## src/rtl/agms_fifo.sv

```systemverilog
// ----------------------------------------------------------------------------
// agms_fifo
// Short command queue between the lookup front end and the matrix back end.
// ----------------------------------------------------------------------------
module agms_fifo #(
   parameter int  WIDTH = 8,
   parameter int  DEPTH = 2,
   localparam int PTR_W = (DEPTH > 1) ? $clog2(DEPTH) : 1,
   localparam int CNT_W = $clog2(DEPTH + 1)
) (
   input  logic             clock,
   input  logic             reset,
   input  logic             push,
   input  logic [WIDTH-1:0] push_data,
   input  logic             pop,
   output logic [WIDTH-1:0] head,
   output logic             empty,
   output logic             full
);

   logic [WIDTH-1:0] entry_ff [DEPTH];
   logic [PTR_W-1:0] wr_ptr_ff;
   logic [PTR_W-1:0] rd_ptr_ff;
   logic [CNT_W-1:0] count_ff;
   logic [PTR_W-1:0] wr_ptr_in;
   logic [PTR_W-1:0] rd_ptr_in;
   logic [CNT_W-1:0] count_in;

   always_comb begin
      wr_ptr_in = wr_ptr_ff;
      rd_ptr_in = rd_ptr_ff;
      count_in  = count_ff;
      if (push) begin
         wr_ptr_in = (wr_ptr_ff == PTR_W'(DEPTH - 1)) ? '0 : wr_ptr_ff + PTR_W'(1);
      end
      if (pop) begin
         rd_ptr_in = (rd_ptr_ff == PTR_W'(DEPTH - 1)) ? '0 : rd_ptr_ff + PTR_W'(1);
      end
      case ({push, pop})
         2'b10:   count_in = count_ff + CNT_W'(1);
         2'b01:   count_in = count_ff - CNT_W'(1);
         default: count_in = count_ff;
      endcase
   end

   always_ff @(posedge clock) begin
      if (reset) begin
         wr_ptr_ff <= '0;
         rd_ptr_ff <= '0;
         count_ff  <= '0;
      end else begin
         wr_ptr_ff <= wr_ptr_in;
         rd_ptr_ff <= rd_ptr_in;
         count_ff  <= count_in;
      end
   end

   always_ff @(posedge clock) begin
      if (push) begin
         entry_ff[wr_ptr_ff] <= push_data;
      end
   end

   assign head  = entry_ff[rd_ptr_ff];
   assign empty = (count_ff == '0);
   assign full  = (count_ff == CNT_W'(DEPTH));

endmodule

```

## config.mk

```make
export PLATFORM = sky130hd
export DESIGN_NAME = agms_fifo
export DESIGN_NICKNAME = d
export VERILOG_FILES = /design/src/rtl/agms_fifo.sv
export SDC_FILE = /design/constraint.sdc
export NUM_CORES = 1
export LEC_CHECK = 0
export BUFFER_PORTS_ARGS = -buffer_cell sky130_fd_sc_hd__buf_2
export CAP_MARGIN = 20
export CELL_PAD_IN_SITES_DETAIL_PLACEMENT = 1
export CELL_PAD_IN_SITES_GLOBAL_PLACEMENT = 2
export CORE_ASPECT_RATIO = 1.1
export CORE_MARGIN = 8
export CORE_UTILIZATION = 36
export DETAILED_ROUTE_END_ITERATION = 6
export PLACE_DENSITY_LB_ADDON = 0.15
export SLEW_MARGIN = 10
export SYNTH_ARGS = -nofsm -noshare
export SYNTH_HDL_FRONTEND = slang
export SYNTH_SLANG_ARGS = --single-unit
```

## constraint.sdc

```tcl
create_clock -name clock -period 2.3 [get_ports clock]
set_input_delay 0 -clock clock [delete_from_list [all_inputs] [get_ports clock]]
set_output_delay 0 -clock clock [all_outputs]
set_load 0.01 [all_outputs]
```

==> After elaboration in Yosys (flattened, before gate mapping) <==
Memory sizes are Yosys's and may differ from the RTL's. A register that Yosys moved wholly into a read port is not among the register bits.
Index checks and enable logic that the tools add are counted.
{ "totals": {"register_bits": 4, "output_inout_bits": 10, "mem_bits_rw": 16, "memories": 1} }
{ "op_classes": {"muxes": 7, "n_reduce_logical": 2, "add_sub_neg": 4, "n_eq_ne": 3} }
{ "memory_table": {"columns": ["name", "words", "word_bits", "rd", "rd_ports_with_merged_regs", "write_ports", "line_no", "text"], "rows": [
  ["entry_ff", 2, 8, 1, 1, 1, "21", "logic [WIDTH-1:0] entry_ff [DEPTH];"]
]} }
{ "op_table": {"columns": ["operator", "n"], "rows": [
  ["2-to-1 mux 1 bit", 6],
  ["equality test 2 bit (second input constant)", 2],
  ["one-hot mux 2 bit (2 select lines)", 1],
  ["adder 1 bit (second input constant)", 2],
  ["adder 2 x 1 -> 2 bit (second input constant)", 1],
  ["equality test 2 x 1 -> 1 bit (second input constant)", 1],
  ["zero test 2 bit", 1],
  ["nonzero test 2 bit", 1],
  ["subtractor 2 x 1 -> 2 bit (second input constant)", 1]
]} }

==> Depth between registers and ports, before layout <==
Gate-level depths: netlist of run 1.
{ "depth": {"word_depth": 4, "depth_mapped": 5} }

==> Least setup slack after synthesis of run 1 <==
No wires, ideal clock.
{ "synth_path": {"kind": "reg-to-reg", "start": "reg wr_ptr_ff", "end": "mem entry_ff[0][0] (enable)", "setup_ps": 370, "arrival_time_ps": 694, "path_slack_ps": 1235, "required_ps": 1930, "n_path_buf": 0, "stages_incl_launch_ff": 2, "period_less_slack_ps": 1065, "path_cell_list": "dfxtp_1 > nor2_1"} }
{ "synth_rtl": {"columns": ["element", "line_no", "text"], "rows": [
  ["start: declaration", "22", "logic [PTR_W-1:0] wr_ptr_ff;"],
  ["start signal: assignment", "52", "wr_ptr_ff <= wr_ptr_in;"],
  ["end: declaration", "21", null]
]} }
Straight into the memory's write port.

==> results of run 1 <==
## sequential cells by signal (all words and copies together) (netlist names), named ones only
signal / cells
entry_ff: 16
count_ff: 2
rd_ptr_ff: 1
wr_ptr_ff: 1
## area by class of cell
type	count	area (um^2)
Sequential cell	21	581
Multi-Input combinational cell	24	191
Tap cell	28	35.0
Fill cell	216	968
Inverter	1	3.75
Clock buffer	4	26.3
Timing Repair Buffer	32	215
## cells in the final DEF, fill, tap and decap left out
cell,Yosys,routed
ha_1,1,1
xnor2_1,3,3
inv_1,1,1
or3_1,1,1
buf_2,1,21
xor2_1,1,1
nor2_1,6,6
dfxtp_1,5,5
clkbuf_1,0,1
edfxtp_1,16,16
a21oi_1,1,1
clkbuf_4,0,3
o21ai_0,1,1
and2_1,1,1
mux2_2,8,8
dlygate4sd3_1,0,11
and2b_2,1,1
## Yosys cell counts
cell type  instances  area share, %
inv_1              1           0.48
edfxtp_1          16             62
and2b_2            1            1.1
mux2_2             8             12
buf_2              1           0.64
and2_1             1           0.80
nor2_1             6            2.9
dfxtp_1            5             13
xor2_1             1            1.1
or3_1              1           0.80
ha_1               1            1.6
o21ai_0            1           0.64
a21oi_1            1           0.64
xnor2_1            3            3.4
## power by group
group,switching (uW),internal [uW]
clock,100,67.3
combinational,51.2,65.0
sequential,16.2,438
## worst min-delay path by stage
stage,endpoint,slack (ns)
2_1_floorplan,count_ff[1]$_SDFFE_PP0P_,0.07
3_3_place_gp,entry_ff[1][0]$_DFFE_PP_,0.20
3_5_place_dp,entry_ff[1][5]$_DFFE_PP_,0.20
4_1_cts,entry_ff[0][5]$_DFFE_PP_,0.25
5_1_grt,entry_ff[0][1]$_DFFE_PP_,0.27
6_report,entry_ff[0][5]$_DFFE_PP_,0.26
## critical path, stage by stage, from the launching register on
cell	delay (ns)
dfxtp_1	0.55
mux2_2	0.38
buf_2	0.14
## through the flow
stage	hold slack, ns	area (um^2)	power (uW)	std cells	utilization (%)
after floorplan	0.0691	781	521	47	-
after detailed placement	0.196	916	566	95	45.3
final	0.261	1050	738	110	52.1
after global placement	0.197	916	563	95	45.3
after global routing	0.274	1050	782	110	52.1
after CTS	0.254	1050	749	110	52.1
## kinds of logic (layout without fill, tap and decap cells)
kind of cell,count (synthesis),in the layout,share of synthesized area [%]
compound gates,2,2,1.28
mux,8,8,11.5
xor+xnor,4,4,4.49
buf+inv,2,37,1.12
flops,21,21,74.4
simple gates,9,9,5.61
fa+ha+maj,1,1,1.60
## metal layers
metal	global-route usage (%)	wire, um	part of all wire, %	up-vias
li1	-	-	-	239
met1	8.36	598	39	242
met2	15.4	822	54	13
met3	3.16	80	5.2	2
met4	3.88	23	1.5	0
met5	0	0	0	-
==> key figures, run 1 <==
Drt
  • Antenna Nets Post-Route: 0
  • Final wirelength: 1530 um
  • Drt wl/cell: 13.9 um
  • Via/cell ratio: about 4.5
  • Residual DRC: 0
  • Number of detailed-route iterations in the first pass: 2
  • Via count: 496
  • Initial DRC Count: 4

Setup path
  • Critical Path AT: 1.36 ns
  • R2R depth: 1
  • RR Startpoint: wr_ptr_ff$_SDFFE_PP0P_
  • Critical path launch point type: register
  • Crit-path max FO: 8
  • Worst Setup EP: head[4]
  • Reg2reg setup slack: 1.07 ns
  • R2R Path End: entry_ff[0][1]$_DFFE_PP_
  • WS Path Type: register to primary output
  • CP Capture Type: primary output
  • Required @ worst endpoint: 2.30 ns

Cells and area
  • Layout area overhead: 34.8%
  • Diode count: 0
  • Nets: 96
  • Proportion of layout cells with a drive suffix above 1: 40.2%

Die
  • Die Height: 64.8 um
  • I/O pin count: 22
  • Die area: 0.00392 mm^2
  • Initial core utilization: just under 40%
  • Row cnt: 17
  • Core ar.: ~0.002 mm^2
  • Die Span X: 60.4 um

Clocking
  • Worst-path clk slew: 0.11 ns
  • # hold bufs at CTS: 11
  • Post-CTS sizing: 0
  • Max clock buf depth: 2
  • H-Tree Depth: 1
  • CTS tree: done
  • CTS Root Cell: clkbuf_4
  • Sinks on Clock Net: 21
  • TritonCTS Buffers: 3
  • Clock Latency Late Sink: around 0.29 ns
  • Post-CTS Repair Setup Buffers: 0

GRT
  • Initial antenna violation count: 0
  • Number of global-route vias before repair: 567
  • First-pass GRT wire length: approximately 2500 um
  • GRT overflow: 0
  • Largest net degree at the start of global routing: 12
  • Total Routing Usage GR: 8.57%

STA
  • Crit path time final: 1.36 ns
  • Endpoints failing hold: 0
  • Max Fclk: 737 MHz
  • TNS Setup: 0 ns
  • Unrepaired setup endpoints after global routing: no
  • Tcrit/Tclk final: 59.0%
  • Final setup fails: 0
  • Worst-Margin Slew: between 0.6 and 0.7 ns
  • Fin. max-slew vios: 0
  • Final Skew: between 0.003 and 0.004 ns
  • Slew headroom: between 50% and 60%
  • Final WS setup: 0.944 ns

Pwr
  • Worst vdd ir: 0.000360 V
  • PD cells: approximately 700 mW/mm^2
  • Leak Pwr: 0.000414 uW

Synth
  • Cells after synthesis: 47
  • Cell Area, Synth: between 700 and 800 um^2
  • Synth Net Count: 60
  • Yosys warning count: 0
  • Register area share after synthesis: 74.4%
  • Mean post-synth cell area: 16.6 um^2
  • Distinct cells, synth: 14
  • Synth Register Bits: 21

Run status
  • Status: complete, no violations

Hold path
  • HP Class: input port to register
  • Hold depth: 3
  • HP Start: push

Placed design
  • RD Place Congestion: 0.666
  • Dpl ws: 1.07 ns
  • Buffers on Ports: 21
  • DP HPWL: 1030 um

Flow run
  • Max_cap viols: 0
(Power assumes the default switching activity.)
==> inputs of run 2 (changes only) <==
CORE_UTILIZATION = 33   (was 36)
clock period = 1.3 ns   (was 2.3 ns; I/O delays follow)
==> run 2 against run 1 <==
  * Sequential share of layout area down 0.42 points
  * Clock skew down 0.0018 ns
  * Hold slack worse by 0.13 ns
  * Critical path type is now input port to register
  * Clock-buffer cell count down 1
  * Final cell count up 2.7%
  * Worst setup slack worse by 0.89 ns
  * Critical path depth up 3
  * First-iteration DRC count up 25%
  * Core utilization down 4.7 points
  * Critical endpoint is now count_ff[1]$_SDFFE_PP0P_
==> key figures, run 2 (same netlist as run 1, synthesis figures left out) <==
Run status
  • Status: complete, no violations

GRT
  • First-pass GRT wire length: 2370 um
  • Initial antenna violation count: 0
  • Number of global-route vias before repair: 495
  • Largest net degree at the start of global routing: 13
  • Total Routing Usage GR: under 10%
  • GRT overflow: 0

STA
  • Slew headroom: 73.5%
  • Worst-Margin Slew: 0.397 ns
  • Crit path time final: 1.24 ns
  • Final setup fails: 0
  • Final Skew: between 0.0015 and 0.002 ns
  • Tcrit/Tclk final: 95.5%
  • Final WS setup: 0.0584 ns
  • Unrepaired setup endpoints after global routing: no
  • Fin. max-slew vios: 0
  • Max Fclk: 805 MHz
  • Endpoints failing hold: 0
  • TNS Setup: 0 ns

Placed design
  • Dpl ws: 0.199 ns
  • Buffers on Ports: 21
  • DP HPWL: approximately 1100 um
  • RD Place Congestion: 0.642

Cells and area
  • Diode count: 0
  • Biggest regs: entry_ff (16), count_ff (2)
  • Proportion of layout cells with a drive suffix above 1: 43.4%
  • Storage cell area: 584 um^2
  • FILL cells: 240
  • Nets: 97
  • Biggest register: entry_ff
  • Area of the multi-input gates: 191 um^2
  • Most frequent cells in the layout: buf_2 (21), edfxtp_1 (16), dlygate4sd3_1 (11), mux2_2 (8), nor2_1 (6)
  • Layout area overhead: 36.7%
  • Max reg flops: 16
  • Commonest non-fill, non-tap cell in the layout: buf_2

Drt
  • Antenna Nets Post-Route: 0
  • Via count: ~480
  • Initial DRC Count: 5
  • Final wirelength: 1500 um
  • Residual DRC: 0
  • Via/cell ratio: 4.27
  • Number of detailed-route iterations in the first pass: 3
  • Drt wl/cell: 13.3 um

Pwr
  • Leak Pwr: between 0.0004 and 0.0005 uW
  • PD cells: 1230 mW/mm^2
  • Worst vdd ir: 0.000573 V

Clocking
  • TritonCTS Buffers: 3
  • Sinks on Clock Net: 21
  • Clock Latency Late Sink: roughly 0.29 ns
  • CTS tree: done
  • CTS Root Cell: clkbuf_4
  • Max clock buf depth: 2
  • H-Tree Depth: 1
  • Worst-path clk slew: 0.11 ns
  • Post-CTS Repair Setup Buffers: 0

Setup path
  • R2R depth: 3
  • Worst Setup EP: count_ff[1]$_SDFFE_PP0P_
  • Critical path launch point type: input port
  • Critical Path AT: 1.48 ns
  • Crit-path max FO: 3
  • WS Path Type: input port to register
  • Required @ worst endpoint: about 1.5 ns
  • Reg2reg setup slack: 0.09 ns
  • RR Startpoint: wr_ptr_ff$_SDFFE_PP0P_
  • CP startpoint: pop
  • R2R Path End: wr_ptr_ff$_SDFFE_PP0P_
  • CP Capture Type: register

Flow run
  • Max_cap viols: 0

Die
  • Row cnt: 18
  • I/O pin count: 22
  • Core ar.: 0.00225 mm^2
  • Initial core utilization: between 30% and 40%
  • Die Height: about 67 um
  • Die Span X: 62.4 um
  • Die area: 0.00418 mm^2

Hold path
  • HP Class: input port to register
-- run 2: area by class of cell --
type	instances	area share, %
Sequential cell	21	54.7
Timing Repair Buffer	33	20.9
Multi-Input combinational cell	24	17.9
Tap cell	30	3.52
Clock buffer	3	2.11
Clock inverter	1	0.469
Inverter	1	0.352
-- run 2: worst min-delay path by stage --
stage	end	slack (ns)	start	cells after the start
4_1_cts	entry_ff[0][2]$_DFFE_PP_	0.12	push	3
5_1_grt	entry_ff[0][2]$_DFFE_PP_	0.15	push	3
3_5_place_dp	entry_ff[0][3]$_DFFE_PP_	0.19	push_data[3]	1
6_report	entry_ff[0][2]$_DFFE_PP_	0.13	push	3
2_1_floorplan	count_ff[1]$_SDFFE_PP0P_	0.07	reset	1
3_3_place_gp	entry_ff[0][3]$_DFFE_PP_	0.19	push_data[3]	1
-- run 2: per-layer routing --
| layer | up-vias | wire length [um] | GRT usage (%) |
|---|---|---|---|
| li1 | 240 | - | - |
| met1 | 230 | 552 | 6.60 |
| met2 | 12 | 873 | 14.4 |
| met3 | 0 | 74 | 2.85 |
| met4 | 0 | 0 | 3.42 |
| met5 | - | 0 | 0 |
-- run 2: power breakdown --
part / switching (uW) / internal, uW / total, uW / leakage, uW
sequential: 29.3 / 775 / 804 / 0.000192
combinational: 90.0 / 118 / 208 / 0.000213
clock: 187 / 114 / 301 / 0.0000177
-- run 2: per-stage QoR --
stage	util [%]	hold WS [ns]	std cells	instance area, um^2	power (uW)
global route	47.4	0.149	113	1070	1380
finish	47.4	0.131	113	1070	1310
global placement	41.1	0.189	98	926	1000
detailed placement	41.1	0.193	98	926	1000
CTS	47.3	0.123	113	1060	1340
floorplan	-	0.0691	47	781	922
-- run 2: timing repair --
action,4_1_cts,5_1_grt
hold buffers,11,0
endpoints found under the hold margin,21,0
endpoints found under the setup margin,8,8
resized for setup,1,1
-- run 2: critical path: stages --
cell           delay [ns]
dlygate4sd3_1        0.52
buf_2                0.13
ha_1                 0.31
or3_1                0.37
a21oi_1              0.14
